==> config.mk <==
export PLATFORM = sky130hd
export DESIGN_NAME = lfhc_colour
export DESIGN_NICKNAME = d
export VERILOG_FILES = /design/src/lfhc_pkg.sv /design/src/lfhc_colour.sv
export SDC_FILE = /design/constraint.sdc
export NUM_CORES = 1
export LEC_CHECK = 0
export BUFFER_PORTS_ARGS = -buffer_cell sky130_fd_sc_hd__buf_2
export CORE_ASPECT_RATIO = 1.75
export CORE_MARGIN = 3
export CORE_UTILIZATION = 25
export CTS_CLUSTER_DIAMETER = 30
export DETAILED_ROUTE_END_ITERATION = 12
export SETUP_SLACK_MARGIN = 0.05
export SLEW_MARGIN = 40
export SYNTH_ARGS = -nofsm -noshare
export SYNTH_HDL_FRONTEND = slang
export SYNTH_SLANG_ARGS = --single-unit
==> constraint.sdc <==
create_clock -name clk -period 7.25 [get_ports clk]
set_clock_uncertainty 0.15 [all_clocks]
set_input_delay 0 -clock clk [delete_from_list [all_inputs] [get_ports clk]]
set_output_delay 0 -clock clk [all_outputs]
set_load 0.01 [all_outputs]
==> src/lfhc_pkg.sv <==
// Package for the fire heat-cell strip: sizes, field widths, cell op codes.
// No dependencies; used by lfhc_cell, lfhc_colour and led_fire_heat_cells.
`default_nettype none

package lfhc_pkg;

  // strip geometry
  localparam int NUM_CELLS = 64;
  localparam int IDX_W     = 6;
  localparam int HEAT_W    = 8;

  // configuration reset values
  localparam logic [7:0] COOLING_RST      = 8'd55;
  localparam logic [7:0] SPARK_CHANCE_RST = 8'd55;

  // configuration register indexes
  localparam logic REG_COOLING      = 1'b0;
  localparam logic REG_SPARK_CHANCE = 1'b1;

  // per-cell operation
  typedef logic [1:0] cell_op_t;
  localparam cell_op_t OP_HOLD    = 2'd0;
  localparam cell_op_t OP_SHIFT   = 2'd1;
  localparam cell_op_t OP_DIFFUSE = 2'd2;

endpackage

`default_nettype wire

==> src/lfhc_colour.sv <==
// Output stage: maps a cell's heat to an HSV colour and holds the result
// transaction until the downstream side takes it. Depends on lfhc_pkg.
`default_nettype none

module lfhc_colour (
  input  wire logic                         clk,
  input  wire logic                         rst,
  input  wire logic                         load,
  input  wire logic [lfhc_pkg::HEAT_W-1:0]  heat_in,
  input  wire logic [lfhc_pkg::IDX_W-1:0]   index_in,
  input  wire logic                         last_in,
  output logic                              can_load,
  output logic                              m_tvalid,
  input  wire logic                         m_tready,
  // m_tdata: pixel_index[5:0], hue[13:6], saturation[21:14], brightness[29:22]
  output logic      [31:0]                  m_tdata,
  output logic                              m_tlast
);

  logic [7:0]  hue;
  logic [7:0]  sat;
  logic [7:0]  val;
  logic [5:0]  d_hot;
  logic [11:0] x_hot;
  logic [22:0] p_hot;
  logic [7:0]  d_warm;
  logic [15:0] x_cool;
  logic [27:0] p_cool;

  // ramp terms: hot saturation ceil((t-200)*46/11), cool brightness t*255/100
  assign d_hot  = 6'(heat_in - 8'd200);
  assign x_hot  = 12'(d_hot) * 12'd46 + 12'd10;
  assign p_hot  = 23'(x_hot) * 23'd2979;
  assign d_warm = heat_in - 8'd100;
  assign x_cool = {heat_in, 8'b0} - 16'(heat_in);
  assign p_cool = 28'(x_cool) * 28'd5243;

  // pick the band of the heat value
  always_comb begin
    hue = 8'd10;
    sat = 8'd255;
    val = 8'd255;
    if (heat_in > 8'd200) begin
      hue = 8'd35;
      sat = 8'd255 - p_hot[22:15];
    end else if (heat_in > 8'd100) begin
      hue = 8'd10 + {2'b0, d_warm[7:2]};
    end else begin
      val = p_cool[26:19];
    end
  end

  assign can_load = !m_tvalid || m_tready;

  // output register with valid
  always_ff @(posedge clk) begin
    if (rst) begin
      m_tvalid <= 1'b0;
    end else if (load && can_load) begin
      m_tvalid <= 1'b1;
    end else if (m_tready) begin
      m_tvalid <= 1'b0;
    end
  end

  always_ff @(posedge clk) begin
    if (load && can_load) begin
      m_tdata <= {2'b0, val, sat, hue, index_in};
      m_tlast <= last_in;
    end
  end

endmodule

`default_nettype wire

After elaboration in Yosys (flattened, before gate mapping)
Cells that the tools add are included.
{ "word_totals": {"romBits": 0, "output_inout_bits": 35, "wordCells": 28, "mem_count": 0, "regBits": 31, "latchBits": 0, "ram_bits": 0, "inputBits": 19} }
{ "op_classes": {"reduce_logical": 6, "n_mul": 3, "n_div": 0, "eq_ne": 0, "shift": 0, "add_sub_neg": 6, "bitwise_logic": 1, "n_mux": 3, "magnitude_cmp": 2} }
{ "op_table": {"columns": ["op", "count"], "rows": [
  ["16-bit by 13-bit multiplier with 27-bit output, second input constant", 1],
  ["12-bit by 12-bit multiplier with 23-bit output, second input constant", 1],
  ["16-bit by 8-bit subtractor with 16-bit output", 1],
  ["12-bit by 4-bit adder with 12-bit output, second input constant", 1],
  ["6-bit by 5-bit multiplier with 11-bit output, second input constant", 1],
  ["8-bit by 7-bit > comparator with 1-bit output, second input constant", 1],
  ["8-bit > comparator, second input constant", 1],
  ["8-bit by 7-bit subtractor with 8-bit output, second input constant", 1],
  ["8-bit subtractor, first input constant", 1],
  ["4-bit by 6-bit adder with 7-bit output, first input constant", 1],
  ["6-bit 2-to-1 mux", 1],
  ["6-bit by 4-bit subtractor with 6-bit output, second input constant", 1],
  ["2-bit OR reduction", 2],
  ["1-bit 2-to-1 mux", 2],
  ["2-bit nonzero test", 1],
  ["1-bit logical AND", 1],
  ["1-bit zero test", 1],
  ["1-bit logical OR", 1],
  ["1-bit inverter", 1]
]} }

Longest topological paths before layout
{ "depth": {"depth_word": 5, "depth_mapped": 32} }

Worst setup path before layout
Ideal clock, no wire load.
{ "synth_path": {"path_kind": "input -> register", "startpoint": "in heat_in[4] (netlist bit)", "endpoint": "reg m_tdata[18] (data pin)", "arrival_ns": 6.975, "path_slack_ns": -0.142, "path_buffers": 1, "stages": 32, "required_time_ns": 6.833, "cell_sequence": "clkbuf_1 > inv_2 > ha_1 > inv_1 > ha_1 > inv_1 > fa_1 > inv_1 > ha_1 > ha_1 > or4_1 > o21ai_0 > a21oi_2 > xnor2_4 > nor3_4 > xnor2_4 > ha_1 > inv_1 > fa_1 > inv_1 > fa_1 > inv_1 > fa_1 > inv_1 > ha_1 > a21o_1 > a211o_1 > a211oi_1 > nor2_1 > a41oi_1 > xnor2_1 > nand2_1"} }
{ "synth_via": {"elab_chain_cells": 5, "word_cells_on_any_way": 6, "classes_between": "add/sub (3); mul (2); order compare (1)"} }
{ "synth_rtl": {"columns": ["item", "line_no", "text"], "rows": [
  ["start, declared", "lfhc_colour.sv:9", "input wire logic [lfhc_pkg::HEAT_W-1:0] heat_in,"],
  ["6-bit by 4-bit subtractor with 6-bit output", "lfhc_colour.sv:31", "assign d_hot = 6'(heat_in - 8'd200);"],
  ["6-bit by 5-bit multiplier with 11-bit output", "lfhc_colour.sv:32", "assign x_hot = 12'(d_hot) * 12'd46 + 12'd10;"],
  ["12-bit by 4-bit adder with 12-bit output", "lfhc_colour.sv:32", null],
  ["12-bit by 12-bit multiplier with 23-bit output", "lfhc_colour.sv:33", "assign p_hot = 23'(x_hot) * 23'd2979;"],
  ["8-bit subtractor", "lfhc_colour.sv:45", "sat = 8'd255 - p_hot[22:15];"],
  ["end signal, assigned", "lfhc_colour.sv:68", "m_tdata <= {2'b0, val, sat, hue, index_in};"],
  ["end, declared", "lfhc_colour.sv:16", "output logic [31:0] m_tdata,"]
]} }
Parallel ways exist; a longest one is shown, timed or not.
A chain may end at the register's enable or synchronous reset.

Final worst setup path
{ "layout_path": {"startpoint": "in heat_in[4] (netlist bit)", "endpoint": "reg m_tdata[21] (data pin)"} }
The elaborated chain is that of the path after synthesis.

==> impl_results.md <==
- Register area share after synthesis: 11.0%
- Commonest non-fill, non-tap cell in the layout: inv_1
- FF+latch count, synth: 31
- Syn Inst Count: 847
- Ys flop type: edfxtp_1
- Total global-route track usage: 10.9%
- Area occupied by multi-input gates: 6640 sq um
- Root Driver: clkbuf_16
- FF+latch area: 921 sq um
- Top cell family by delay on the critical path: adder cells
- Initial antenna violation count: 0
- Routability Congestion: 0.865
- Post-Route Utilization: 29.5%
- Depth of the most critical reg-to-reg path: 3
- Worst hold start: m_tready
- CP Launch Type: input pin
- CP required: 7120 ps
- Crit Path Max Fanout: 4
- CTS Sinks: 31
- CTS tree: built
- Row count: 88
- First-pass GRT wire length: 31.2 mm
- Synth unique cells: 56
- Max Cap Viol: 0
- WS Path Type: in -> reg
- Crit path launch: heat_in[4]
- Vias in the first global route: 6547
- Final Hold Vio Count: 0
- CP Capture Type: flop
- Commonest non-fill, non-tap cells in the layout: inv_1 (223), ha_1 (201), fa_1 (111), buf_2 (50), buf_4 (40)
- Number of enable flip-flop cells after synthesis: 30
- Clock Path Buffers: 2
- Max Slew Vio Count: 0
- Clk slew on worst S/H paths: 50 ps
- Critical path buffers and inverters: 9
- DRC viols: 0
- WL final: 18.7 mm
- Hold path depth: 3
- Slowest stage delay, CP: 530 ps
- Number of H-tree levels: 2
- Drt wl/cell: 13.9 microns
- Tightest Hold Check Type: in -> out
- Worst-margin pin slew: 728 ps
- Share of cells above drive strength 1: 13.7%
- Initial Util: 25.4%
- Std-Cell Core Area: 32900 sq um
- Number of inserted diodes: 0
- Yosys warnings: 0
- Total grt overflow: 0
- Die area: 35700 sq um
- IO Pins: 54
- Critical path depth: 32
- Final period utilization: 94.9%
- Cell area after synthesis: 8350 sq um
- Number of fill cells: 3405
- Crit path top cell by count: inv_1
- Hpwl dp: 16.8 mm
- Vias post-DR: 5889
- Iter 0 DRT Violations: 195
- Worst R2R Start: m_tvalid
- Chip Width: 144 microns
- TritonCTS Buffers: 5
- Status: finished, final reports clean
- Largest net degree at the start of global routing: 31
- Max Fclk: 145 MHz
- Area delta synth->final: 16.1%
- Slowest-stage cell, CP: fa_1
- RSZ-0062 raised after global routing: no
- Arrival @ worst endpoint: 6750 ps
- Final Setup Violations: 0
- Die extent in y: 248 microns
- Asr flop ratio synth: 0%
- Min Tclk post-route: 6880 ps
- Avg Cell Area, Syn: 9.86 sq um
- Pre-Repair DR Iteration Count: 4
- Port buffer count: 50
- Relative slew slack: 50.7%
- Clk_lat worst skew: 270 ps
- Final ANT Viol Nets: 0
- NumNets Final: 1278
- Mean number of vias per cell: 4.36
==> sequential cells by signal, summed over array words and instances, names as in the netlist <==
register  flops
m_tvalid      1
m_tdata      29
m_tlast       1
==> worst min-delay path: cells and delay by family <==
kind                   cells  cell delay [ps]
and+or+nand+nor            1              120
buffers and inverters      2              210
==> cell families after synthesis <==
logic type | after synthesis | share of synthesized area, %
multiplexers | 4 | 0.494
AO/OA/AOI/OAI | 98 | 7.64
buffers and inverters | 237 | 10.8
flip-flops | 31 | 11.0
XOR/XNOR | 57 | 6.60
other | 1 | 0.0449
adder cells (fa/ha/maj) | 314 | 57.0
AND/OR/NAND/NOR | 105 | 6.41
==> area by class of cell <==
type	instances	share of cell area, %
inverters	226	8.75
well taps	405	5.23
clock inverters	2	0.129
clock buffers	6	1.33
multi-input cells	582	68.5
repair buffers	99	6.61
flip-flops and latches	31	9.50
==> per-layer routing <==
| layer | part of all wire, % | global-route usage (%) | wire length [microns] |
|---|---|---|---|
| met5 | 0 | 0 | 0 |
| met2 | 61 | 23.0 | 11400 |
| met3 | 1.3 | 1.04 | 236 |
| met4 | 3.7 | 3.43 | 694 |
| met1 | 34 | 10.6 | 6430 |
==> worst paths after layout <==
| check | to | slack, ps |
|---|---|---|
| worst max-delay path | m_tdata[21] | 370 |
| worst min-delay path | can_load | 180 |
| worst max register to register | m_tdata[18] | 5840 |
| worst min register to register | m_tdata[5] | 880 |
==> cell usage after synthesis, drive strengths merged (2+ instances only) <==
master	number	area share (%)
a211o	2	0.21
a211oi	4	0.36
a21o	15	1.3
a21oi	26	1.7
a31oi	3	0.22
and2	6	0.45
and3	5	0.37
buf	3	0.27
clkbuf	8	0.36
edfxtp	30	11
fa	111	27
ha	203	30
inv	226	10
mux2i	3	0.36
nand2	36	1.6
nand2b	6	0.45
nand3	10	0.60
nand4	6	0.52
nor2	13	0.58
nor2b	6	0.45
nor3	8	0.61
nor3b	2	0.18
nor4	2	0.15
o211ai	3	0.27
o21a	2	0.18
o21ai	27	1.7
o21bai	3	0.27
o311a	2	0.24
o31ai	2	0.18
or2	2	0.15
xnor2	40	4.7
xor2	17	1.9
==> through the flow <==
step	hold WS [ps]	cells	cell area, sq um	TNS, ps	worst slack [ps]
floorplan	-80.9	850	8400	0	112
global placement	5.41	1331	9380	0	89.8
detailed placement	8.34	1331	9380	-158	-90.6
CTS	177	1348	9610	0	188
global route	197	1351	9700	0	35.1
finish	180	1351	9700	0	368
==> timing repair <==
action / 4_1_cts / 5_1_grt
setup buffers: 0 / 3
hold buffers: 9 / 0
hold endpoints to repair: 8 / 0
endpoints found under the setup margin: 0 / 6
resized for setup: 0 / 15
Power is not shown: default switching activity piles up to over one toggle a cycle in this logic, so the estimate is an artifact.
