File: src/lfhc_pkg.sv
// Package for the fire heat-cell strip: sizes, field widths, cell op codes.
// No dependencies; used by lfhc_cell, lfhc_colour and led_fire_heat_cells.
`default_nettype none

package lfhc_pkg;

  // strip geometry
  localparam int NUM_CELLS = 64;
  localparam int IDX_W     = 6;
  localparam int HEAT_W    = 8;

  // configuration reset values
  localparam logic [7:0] COOLING_RST      = 8'd55;
  localparam logic [7:0] SPARK_CHANCE_RST = 8'd55;

  // configuration register indexes
  localparam logic REG_COOLING      = 1'b0;
  localparam logic REG_SPARK_CHANCE = 1'b1;

  // per-cell operation
  typedef logic [1:0] cell_op_t;
  localparam cell_op_t OP_HOLD    = 2'd0;
  localparam cell_op_t OP_SHIFT   = 2'd1;
  localparam cell_op_t OP_DIFFUSE = 2'd2;

endpackage

`default_nettype wire

File: src/lfhc_cell.sv
// One heat cell of the strip ring: holds a byte, shifts, or diffuses with spark.
// Depends on lfhc_pkg.
`default_nettype none

module lfhc_cell (
  input  wire logic                         clk,
  input  wire logic                         rst,
  input  wire lfhc_pkg::cell_op_t           op,
  input  wire logic [lfhc_pkg::HEAT_W-1:0]  shift_in,
  input  wire logic [lfhc_pkg::HEAT_W-1:0]  below1,
  input  wire logic [lfhc_pkg::HEAT_W-1:0]  below2,
  input  wire logic [lfhc_pkg::HEAT_W-1:0]  spark_add,
  output logic      [lfhc_pkg::HEAT_W-1:0]  heat
);

  // floor(s / 3) for s up to 765 by reciprocal multiply
  function automatic logic [lfhc_pkg::HEAT_W-1:0] div3(input logic [9:0] s);
    logic [20:0] p;
    p = 21'(s) * 21'd683;
    return p[18:11];
  endfunction

  logic [9:0]                   sum;
  logic [lfhc_pkg::HEAT_W-1:0]  heat_next;

  // diffusion sum from the two cells below
  assign sum = 10'(below1) + {1'b0, below2, 1'b0};

  always_comb begin
    case (op)
      lfhc_pkg::OP_HOLD:    heat_next = heat;
      lfhc_pkg::OP_SHIFT:   heat_next = shift_in;
      lfhc_pkg::OP_DIFFUSE: heat_next = div3(sum) + spark_add;
      default:              heat_next = heat;
    endcase
  end

  always_ff @(posedge clk) begin
    if (rst) begin
      heat <= '0;
    end else begin
      heat <= heat_next;
    end
  end

endmodule

`default_nettype wire

File: config.mk
export PLATFORM = sky130hd
export DESIGN_NAME = lfhc_cell
export DESIGN_NICKNAME = d
export VERILOG_FILES = /design/src/lfhc_pkg.sv /design/src/lfhc_cell.sv
export SDC_FILE = /design/constraint.sdc
export NUM_CORES = 1
export LEC_CHECK = 0
export BUFFER_PORTS_ARGS = -buffer_cell sky130_fd_sc_hd__buf_2
export CORE_MARGIN = 10
export CORE_UTILIZATION = 41
export DETAILED_ROUTE_END_ITERATION = 8
export GPL_ROUTABILITY_DRIVEN = 0
export SLEW_MARGIN = 15
export SYNTH_ARGS = -nofsm -noshare
export SYNTH_HDL_FRONTEND = slang
export SYNTH_SLANG_ARGS = --single-unit
File: constraint.sdc
create_clock -name clk -period 16.4 [get_ports clk]
set_clock_uncertainty 0.2 [all_clocks]
set_input_delay 0.82 -clock clk [delete_from_list [all_inputs] [get_ports clk]]
set_output_delay 0.82 -clock clk [all_outputs]
set_load 0.03 [all_outputs]
# Word level (Yosys, flattened, before mapping)
# Cells that the tools add are included.
dict set report classes {
  n_mux 1
  eq_ne 2
  n_addsub 2
  shifts 0
  n_mul 1
  bitwise_logic 0
  n_div 0
  n_reduce_logical 1
  n_lt_le_gt_ge 0
}
# op n
set ops {}
lappend ops {{multiplier 10 x 10 -> 19 bit (second input constant)} 1}
lappend ops {{case mux 8 bit (2 select lines)} 1}
lappend ops {{adder 8 x 9 -> 10 bit} 1}
lappend ops {{adder 8 bit} 1}
lappend ops {{equality test 2 x 1 -> 1 bit (second input constant)} 1}
lappend ops {{equality test 2 bit (second input constant)} 1}
lappend ops {{nonzero test 2 bit} 1}
dict set report totals {
  mem_count 0
  output_inout_bits 8
  regBits 8
  ramBits 0
  latch_bits 0
  romBits 0
  input_bits 36
}

# Depth between registers and ports, before layout
# Gate-level depths: netlist (run 1).
dict set report logic_depth {
  word_depth 4
  mapped_depth 31
}

# Worst setup path before layout (run 1)
# OpenSTA, ideal clock, no wires.
dict set report synth_timing {
  path_kind {in2reg}
  startpoint {input port below1[1] (netlist bit)}
  endpoint {register heat[7] (netlist bit)}
  stages 30
  setup_time_ps 126
  required_ps 16074
  arrival_time_ps 7151
  path_slack_ps 8923
  path_buffers 0
  cell_sequence {ha_1 -> fa_1 -> a21oi_1 -> o21ai_1 -> o21a_1 -> nor2_1 -> xor2_1 -> xnor2_1 -> ha_1 -> inv_1 -> fa_1 -> inv_1 -> fa_1 -> inv_1 -> fa_1 -> inv_1 -> ha_1 -> o21a_1 -> a21o_1 -> a21o_1 -> a21oi_2 -> xnor2_1 -> ha_1 -> a21o_1 -> a21oi_1 -> o21bai_1 -> a2111o_1 -> and3b_4 -> mux2i_1 -> o21ai_1}
}
dict set report synth_between {
  elab_chain_cells 4
}
# item line
set synth_lines {}
lappend synth_lines {{start, declared} lfhc_cell.sv:10} ;# input wire logic [lfhc_pkg::HEAT_W-1:0] below1,
lappend synth_lines {{adder 8 x 9 -> 10 bit} lfhc_cell.sv:27} ;# assign sum = 10'(below1) + {1'b0, below2, 1'b0};
lappend synth_lines {{multiplier 10 x 10 -> 19 bit} lfhc_cell.sv:19} ;# p = 21'(s) * 21'd683;
lappend synth_lines {{adder 8 bit} lfhc_cell.sv:33} ;# lfhc_pkg::OP_DIFFUSE: heat_next = div3(sum) + spark_add;
lappend synth_lines {{case mux 8 bit (2 select lines)} lfhc_cell.sv:30} ;# case (op)
lappend synth_lines {{end signal, assigned} lfhc_cell.sv:42} ;# heat <= heat_next;
lappend synth_lines {{end, declared} lfhc_cell.sv:13} ;# output logic [lfhc_pkg::HEAT_W-1:0] heat
# No other way between the ends.
# A chain may end at the register's enable or synchronous reset.

# Worst setup path in the final report (run 1)
# Same ends and word-level chain as after synthesis.

==> results of run 1 <==
[cells by family after synthesis]
group	after synthesis	synth area share [%]
muxes	5	1.96
and+or+nand+nor	40	7.58
xor gates and xnor gates	32	11.3
AOI/OAI and AO/OA	56	16.1
buffers and inverters	44	6.46
adders and majority gates	91	50.4
DFF	8	6.26
[critical path: cells and delay by family]
kind	cells	cell delay [ps]
xor gates and xnor gates	3	870
muxes	1	120
AOI/OAI and AO/OA	12	2190
buffers and inverters	5	290
adders and majority gates	8	3060
and+or+nand+nor	2	290
[worst min-delay path by stage]
stage	cells after the start	end	slack [ps]	start
finish	2	heat[4]	280	heat[4]
global route	2	heat[4]	300	heat[4]
CTS	2	heat[0]	280	heat[0]
detailed placement	2	heat[0]	270	heat[0]
global placement	2	heat[4]	260	heat[4]
floorplan	2	heat[5]	420	heat[5]
[per-layer routing]
layer  GRT usage (%)  vias up  wire length, µm
li1                -     1035                -
met1            13.3      917             2430
met2            18.6       38             2410
met3            1.68        2              232
met4            1.98        0               23
met5               0        -                0
[synthesized netlist by cell type, types with 2 or more instances]
library cell / n
nor3_1: 3
clkbuf_1: 4
a21oi_2: 3
mux2i_1: 5
dfxtp_1: 8
a21oi_1: 14
ha_1: 71
o21a_1: 6
o21bai_1: 4
inv_1: 39
and2_1: 2
a21o_1: 8
a211oi_1: 3
nor2b_1: 5
o21ai_1: 7
xor2_1: 8
xnor2_1: 23
fa_1: 20
nor2_1: 20
nand2_1: 4
[final cells by class]
cell class,instances,area share [%]
well taps,75,3.24
inverters,40,5.19
flip-flops and latches,8,5.54
clock buffers,3,1.43
multi-input cells,224,77.2
repair buffers,43,7.44
[cell usage in the layout (no fill, tap or decap), types with 2 or more instances in the layout]
cell type and instances:
ha_1 71, buf_2 43, inv_1 39, xnor2_1 23, nor2_1 20, fa_1 20
a21oi_1 14, a21o_1 8, xor2_1 8, dfxtp_1 8, o21ai_1 7, o21a_1 6
nor2b_1 5, mux2i_1 5, nand2_1 4, o21bai_1 4, a21oi_2 3, a211oi_1 3
nor3_1 3, clkbuf_8 3, and2_1 2
[stage by stage]
stage	instances	utilization [%]	hold WS, ps
floorplan	276	-	417
global placement	390	47.6	264
detailed placement	390	47.6	272
CTS	393	48.3	281
global route	393	48.3	299
finish	393	48.3	276
==> impl_metrics.yaml, run 1 <==
placed_design:
  portBuffers: 43
  place_ws_ps: 8390
  placed_cell_area_mm2: 0.00285
  hpwl_um: 4710
logic_synthesis:
  syn_nets: 403
  yosysUniqueCellTypes: 39
  synth_top_area_share_pct: 34.7
  synth_area_mm2: 0.00256
  ys_seq_area_share_pct: 6.26
  async_flop_share_pct: 0
  yosys_warnings: 0
  syn_inst: 276
  ys.flop_type: "dfxtp_1"
  synth_seq_cells: 8
  yosysTopAreaCell: "ha_1"
  synth_area_per_cell_um2: 9.27
  synth_edf_count: 0
  synthTopCellsByArea: "ha_1 35%, fa_1 16%, xnor2_1 7.9%, dfxtp_1 6.3%, inv_1 5.7%"
floorplan:
  rows: 28
  die_area_mm2: 0.00980
  core_mm2: 0.00599
  floorplan.initialDensity_pct: 42.7
  die_y_um: 99.0
  io-pin-count: 44
  chipWidth_um: 99.0
outcome:
  status: "completed"
final_layout:
  regMostFlops: "heat"
  largestRegisters: "heat: 8 flops"
  regArea_um2: 160
  drive_above_1_share_pct: 17.6
  nNetsFinal: 447
  antenna_cells: 0
  area_growth_syn_to_layout_pct: 13.1
  largest_reg_flops: 8
  fin_area_mm2: 0.00289
  fillers: 590
  multi_input_area_mm2: 0.00223
critical_path:
  cp-startpoint: "below1[1]"
  worstReg2RegEnd: "heat[7]"
  r2r.worst_path.cells: 2
  arrival_ps: 7660
  end_kind: "register"
  cp_max_fo: 5
  rrSetupSlack_ps: 15530
  worst_r2r_startpoint: "heat[7]"
  cpMaxStageDelayCell: "fa_1"
  path_class: "primary input to register"
  critPathRequiredTime_ps: 16310
  max_stage_delay_ps: 530
  crit_end: "heat[7]"
  critPathLaunchType: "primary input"
clock_tree:
  cts_max_path_buffers: 2
  cts_tree: "done"
  ctsResizeCount: 0
  root_buffer: "clkbuf_8"
  clock_latency_ps: 220
  cts_hold_buf: 0
  htree_levels: 1
  cts_sinks: 8
  clk_pin_slew_ps: 40
  cts_made_buffers: 3
  cts_setup_buffers: 0
global_route:
  grtUsageTotal_pct: 10.6
  grt_first_pass_wirelength_um: 9070
  antenna_found_initial: 0
  grt_max_degree: 18
  overflow: 0
  grt_pass1_vias: 2106
timing:
  rsz0062_at_grt: "no"
  report.final.slew_viol_count: 0
  fin_ws_ps: 8650
  setup_tns_ps: 0
  tightest_slew_ps: 672
  min_period_ps: 7750
  setup_viol: 0
  period_share_pct: 47.2
  finalHoldViolCount: 0
  slew_headroom_pct: 54.9
  fmax_mhz: 129
drt:
  route.detailed.drc: 0
  wl_per_cell_um: 13.0
  drt_iter0_drc: 33
  antenna_left: 0
  firstDrtPassIters: 4
  via_per_inst: 5.07
  via_count: 1992
  drt_wl_total_um: 5100
hold_path:
  hp-class: "register to register"
flow_run:
  maxCapViolCount: 0
Power of run 1 is not shown: default switching activity piles up to over one toggle a cycle in this logic, so the estimate is an artifact.
==> run 2: changes to the inputs <==
==> constraint.sdc (replaced) <==
create_clock -name clk -period 7.4 [get_ports clk]
set_clock_uncertainty 0.2 [all_clocks]
set_input_delay 0.37 -clock clk [delete_from_list [all_inputs] [get_ports clk]]
set_output_delay 0.37 -clock clk [all_outputs]
set_load 0.03 [all_outputs]
==> run 2 against run 1 <==
  * Design area increased by 1.9%
  * Flip-flop and latch count unchanged
  * Wire length increased by 0.88%
  * Die area unchanged
  * Via count decreased by 2.1%
  * First-iteration DRC count increased by 24%
  * Register-to-register slack got worse by 9000 ps
  * Count of clock-buffer cells in the layout unchanged
  * Sequential share of layout area decreased by 0.10 points
  * Non-clock buffer count increased by 7
  * Utilization increased by 0.90 points
  * Critical path type unchanged
  * Largest cell class unchanged
==> impl_metrics.yaml, run 2 (same netlist as run 1, synthesis figures left out) <==
clock_tree:
  cts_tree: "done"
  cts_sinks: 8
  cts_setup_buffers: 0
  cts_max_path_buffers: 2
  clk_pin_slew_ps: 40
  root_buffer: "clkbuf_8"
  htree_levels: 1
  clock_latency_ps: 220
  cts_made_buffers: 3
drt:
  firstDrtPassIters: 4
  drt_wl_total_um: 5140
  wl_per_cell_um: 12.9
  antenna_left: 0
  route.detailed.drc: 0
  via_count: 1950
  drt_iter0_drc: 41
  via_per_inst: 4.88
timing:
  setup_viol: 0
  finalHoldViolCount: 0
  rsz0062_at_grt: "no"
  slew_headroom_pct: 68.1
  report.final.slew_viol_count: 0
  period_share_pct: 94.3
  setup_tns_ps: 0
  hold_ws_ps: 221
  min_period_ps: 6980
  fmax_mhz: 143
  tightest_slew_ps: 478
global_route:
  grt_first_pass_wirelength_um: 8760
  grtUsageMet2_pct: 17.7
  grt_pass1_vias: 2034
  grt_max_degree: 18
  grt.busiest_layer: "met2"
  gr-usage-met1_pct: 13.1
  use_met3_pct: 1.68
  grtUsageTotal_pct: 10.3
  antenna_found_initial: 0
  overflow: 0
critical_path:
  max_stage_delay_ps: 520
  path_class: "primary input to register"
  worst-path-buf-inv: 5
  cp_top_family: "adder cells"
  arrival_ps: 6890
  critPathRequiredTime_ps: 7310
  critPathLaunchType: "primary input"
  cpMaxStageDelayCell: "fa_1"
  end_kind: "register"
  cp_max_fo: 3
final_layout:
  largest_reg_flops: 8
  drive_above_1_share_pct: 19.4
  regArea_um2: 160
  nNetsFinal: 454
  antenna_cells: 0
  area_growth_syn_to_layout_pct: 15.2
  fillers: 583
  layout_commonest_cell: "ha_1"
  regMostFlops: "heat"
  fin_util_pct: 49.2
  layout_common_cells: "71 x ha_1, 43 x buf_2, 39 x inv_1"
  largestRegisters: "heat: 8 flops"
  multi_input_area_mm2: 0.00223
placed_design:
  portBuffers: 43
  hpwl_um: 4730
floorplan:
  core_mm2: 0.00599
  chipWidth_um: 99.0
  rows: 28
  die_y_um: 99.0
  floorplan.initialDensity_pct: 42.7
  die_area_mm2: 0.00980
  io-pin-count: 44
hold_path:
  hp-class: "primary input to register"
outcome:
  status: "completed"
flow_run:
  maxCapViolCount: 0
==> run 2: cell count changes in the layout (fill, tap and decap cells not counted), sizes merged <==
| cell | delta |
|---|---|
| buf | +7 |
==> run 2: worst paths after layout <==
kind | start | to | slack [ps] | depth (start not counted)
max | below1[1] | heat[7] | 420 | 31
min | shift_in[7] | heat[7] | 220 | 3
max reg2reg | heat[7] | heat[7] | 6520 | 2
min reg2reg | heat[1] | heat[1] | 280 | 2
==> run 2: area by class of cell <==
cell class,instances,share of cell area (%)
clock buffers,3,1.40
flip-flops and latches,8,5.44
repair buffers,50,9.09
inverters,40,5.10
multi-input cells,224,75.8
well taps,75,3.18
==> run 2: repair_timing <==
item / 4_1_cts / 5_1_grt
hold buffers: 0 / 0
gates resized for setup: 0 / 1
endpoints found under the setup margin: 0 / 2
==> run 2: metal layers <==
| metal | share of wire (%) | vias up |
|---|---|---|
| met5 | 0 | - |
| met4 | 0.45 | 0 |
| met3 | 4.3 | 2 |
| met2 | 47 | 37 |
| met1 | 49 | 862 |
| li1 | - | 1049 |
==> run 2: through the flow <==
step	setup WS [ps]	area, µm²	cells
2_1_floorplan	373	2560	276
3_3_place_gp	230	2900	397
3_5_place_dp	165	2900	397
4_1_cts	377	2950	400
5_1_grt	0.287	2950	400
6_report	420	2950	400
==> run 2: worst min-delay path, delay by kind of cell <==
kind / cells / cell delay [ps]
compound gates: 2 / 160
buf+inv: 1 / 80
Power of run 2 is left out for the same reason.
==> run 3: changes to the inputs <==
--- a/config.mk
+++ b/config.mk
@@ -5,11 +5,13 @@
 export SDC_FILE = /design/constraint.sdc
 export NUM_CORES = 1
 export LEC_CHECK = 0
-export BUFFER_PORTS_ARGS = -buffer_cell sky130_fd_sc_hd__buf_2
+export ABC_AREA = 1
 export CORE_MARGIN = 10
 export CORE_UTILIZATION = 41
 export DETAILED_ROUTE_END_ITERATION = 8
+export DONT_BUFFER_PORTS = 1
 export GPL_ROUTABILITY_DRIVEN = 0
+export SKIP_CTS_REPAIR_TIMING = 1
 export SLEW_MARGIN = 15
 export SYNTH_ARGS = -nofsm -noshare
 export SYNTH_HDL_FRONTEND = slang
==> run 3 against run 2 <==
  * Non-clock buffer count down 49
  * Synthesized cell count up 38%
  * Wire length up 12%
  * Design area up 1.2%
  * Flip-flop and latch count unchanged
  * Die area up 8.7%
  * Synthesized area up 11%
  * Utilization down 5.0 points
  * Worst setup slack better by 450 ps
  * Critical endpoint is now heat[6]
  * Highest routed layer unchanged
==> impl_metrics.yaml, run 3 <==
outcome:
  status: "completed"
logic_synthesis:
  synth_seq_cells: 8
  synthMuxAreaShare_pct: 0
  synth_area_per_cell_um2: 7.43
  yosys_warnings: 0
  synth_top_area_share_pct: 31.3
  synthTopCellsByArea: "ha_1 31%, fa_1 14%, nand2_1 11%, inv_1 8.7%, dfxtp_1 5.6%"
  synth_fa_ha_area_share_pct: 45.4
  yosysMostFrequentCell: "nand2_1"
  async_flop_share_pct: 0
  ys.flop_type: "dfxtp_1"
  yosysUniqueCellTypes: 34
  syn_inst: 382
  yosysTopAreaCell: "ha_1"
  synth_compound_area_share_pct: 11.2
  ys_seq_area_share_pct: 5.64
  syn_nets: 509
  synth-simple-area-share_pct: 22.3
  synth_top_family_by_area: "adder cells"
  synthXorXnorAreaFrac_pct: 6.04
  synthTopCellsByCount: "86 x nand2_1, 71 x ha_1, 66 x inv_1"
  synth_edf_count: 0
  synth_area_mm2: 0.00284
floorplan:
  core_mm2: 0.00676
  chipWidth_um: 103
  floorplan.initialDensity_pct: 42.0
  die_y_um: 103
  io-pin-count: 44
  rows: 30
  die_area_mm2: 0.0107
flow_run:
  maxCapViolCount: 0
timing:
  report.final.slew_viol_count: 0
  period_share_pct: 88.2
  finalHoldViolCount: 0
  slew_headroom_pct: 70.5
  min_period_ps: 6530
  setup_tns_ps: 0
  fmax_mhz: 153
  setup_viol: 0
  rsz0062_at_grt: "no"
  tightest_slew_ps: 440
drt:
  antenna_left: 0
  firstDrtPassIters: 4
  route.detailed.drc: 0
  via_per_inst: 5.04
  drt_iter0_drc: 48
  wl_per_cell_um: 12.4
  drt_wl_total_um: 5750
  via_count: 2339
final_layout:
  area_growth_syn_to_layout_pct: 5.07
  regArea_um2: 160
  layout_common_cells: "86 x nand2_1, 71 x ha_1, 66 x inv_1"
  fillers: 718
  drive_above_1_share_pct: 7.81
  multi_input_area_mm2: 0.00241
  regMostFlops: "heat"
  largest_reg_flops: 8
  largestRegisters: "heat: 8 flops"
  nNetsFinal: 513
  layout_commonest_cell: "nand2_1"
  antenna_cells: 0
critical_path:
  max_stage_delay_ps: 540
  cpMaxStageDelayCell: "fa_1"
  cp_max_fo: 5
  path_class: "primary input to register"
  critPathLaunchType: "primary input"
  arrival_ps: 6440
  path_common_cell: "nand2_1"
  critPathRequiredTime_ps: 7320
  end_kind: "register"
clock_tree:
  htree_levels: 1
  cts_made_buffers: 3
  clk_pin_slew_ps: 40
  root_buffer: "clkbuf_8"
  clock_latency_ps: 230
  cts_tree: "done"
  cts_max_path_buffers: 2
  cts_sinks: 8
hold_path:
  hp-class: "primary input to register"
global_route:
  grtUsageTotal_pct: 11.5
  grt_pass1_vias: 2355
  antenna_found_initial: 0
  grt_first_pass_wirelength_um: 10100
  overflow: 0
  grt_max_degree: 10
placed_design:
  hpwl_um: 5360
  portBuffers: 0
==> run 3: cell types whose count changed after synthesis, sizes merged, moves of 4 or more <==
cell,delta
nor2b,-5
inv,+29
a21oi,+11
o21a,-6
nand3,+18
xor2,+5
xnor2,-20
nand2,+91
a21o,-4
mux2i,-5
==> run 3: area by class of cell <==
cell class / instances / area share [%]
Tap cell: 80 / 3.36
Sequential cell: 8 / 5.37
Timing Repair Buffer: 1 / 0.336
Clock buffer: 3 / 1.38
Inverter: 69 / 8.68
Multi-Input combinational cell: 303 / 80.9
==> run 3: routing by layer <==
layer / vias up / track usage [%] / share of wire [%]
met5: - / 0 / 0
met4: 0 / 2.57 / 0.80
met3: 5 / 1.86 / 5.5
met2: 44 / 20.5 / 47
met1: 1052 / 14.0 / 46
li1: 1238 / - / -
==> run 3: path summary, 6_finish.rpt <==
| path | endpoint | slack, ps | cells after the start | startpoint |
|---|---|---|---|---|
| min reg2reg | heat[5] | 400 | 2 | heat[5] |
| min | heat[2] | 150 | 2 | shift_in[2] |
| max | heat[6] | 870 | 36 | below1[1] |
| max reg2reg | heat[4] | 6350 | 2 | heat[4] |
==> run 3: cells by family (layout without fill, tap and decap cells) <==
logic type               after synthesis  in the layout
AND/OR/NAND/NOR                      144            144
buffers and inverters                 71             73
flip-flops                             8              8
XOR/XNOR                              17             17
adder cells (fa/ha/maj)               91             91
AO/OA/AOI/OAI                         51             51
==> run 3: worst max-delay path: cells and delay by family <==
family | cells | cell delay, ps
adders and majority gates | 9 | 3380
and+or+nand+nor | 15 | 1400
xor gates and xnor gates | 3 | 540
AOI/OAI and AO/OA | 4 | 430
buffers and inverters | 5 | 320
==> run 3: per-stage QoR <==
step	std cells	util (%)	instance area, µm²	worst slack, ps	hold WS [ps]
after floorplan	382	-	2840	1200	232
after global placement	460	43.4	2930	695	234
after detailed placement	460	43.4	2930	584	234
after CTS	463	44.0	2970	834	-6.54
after global routing	464	44.1	2980	306	147
final	464	44.1	2980	874	146
Power of run 3 is left out for the same reason.
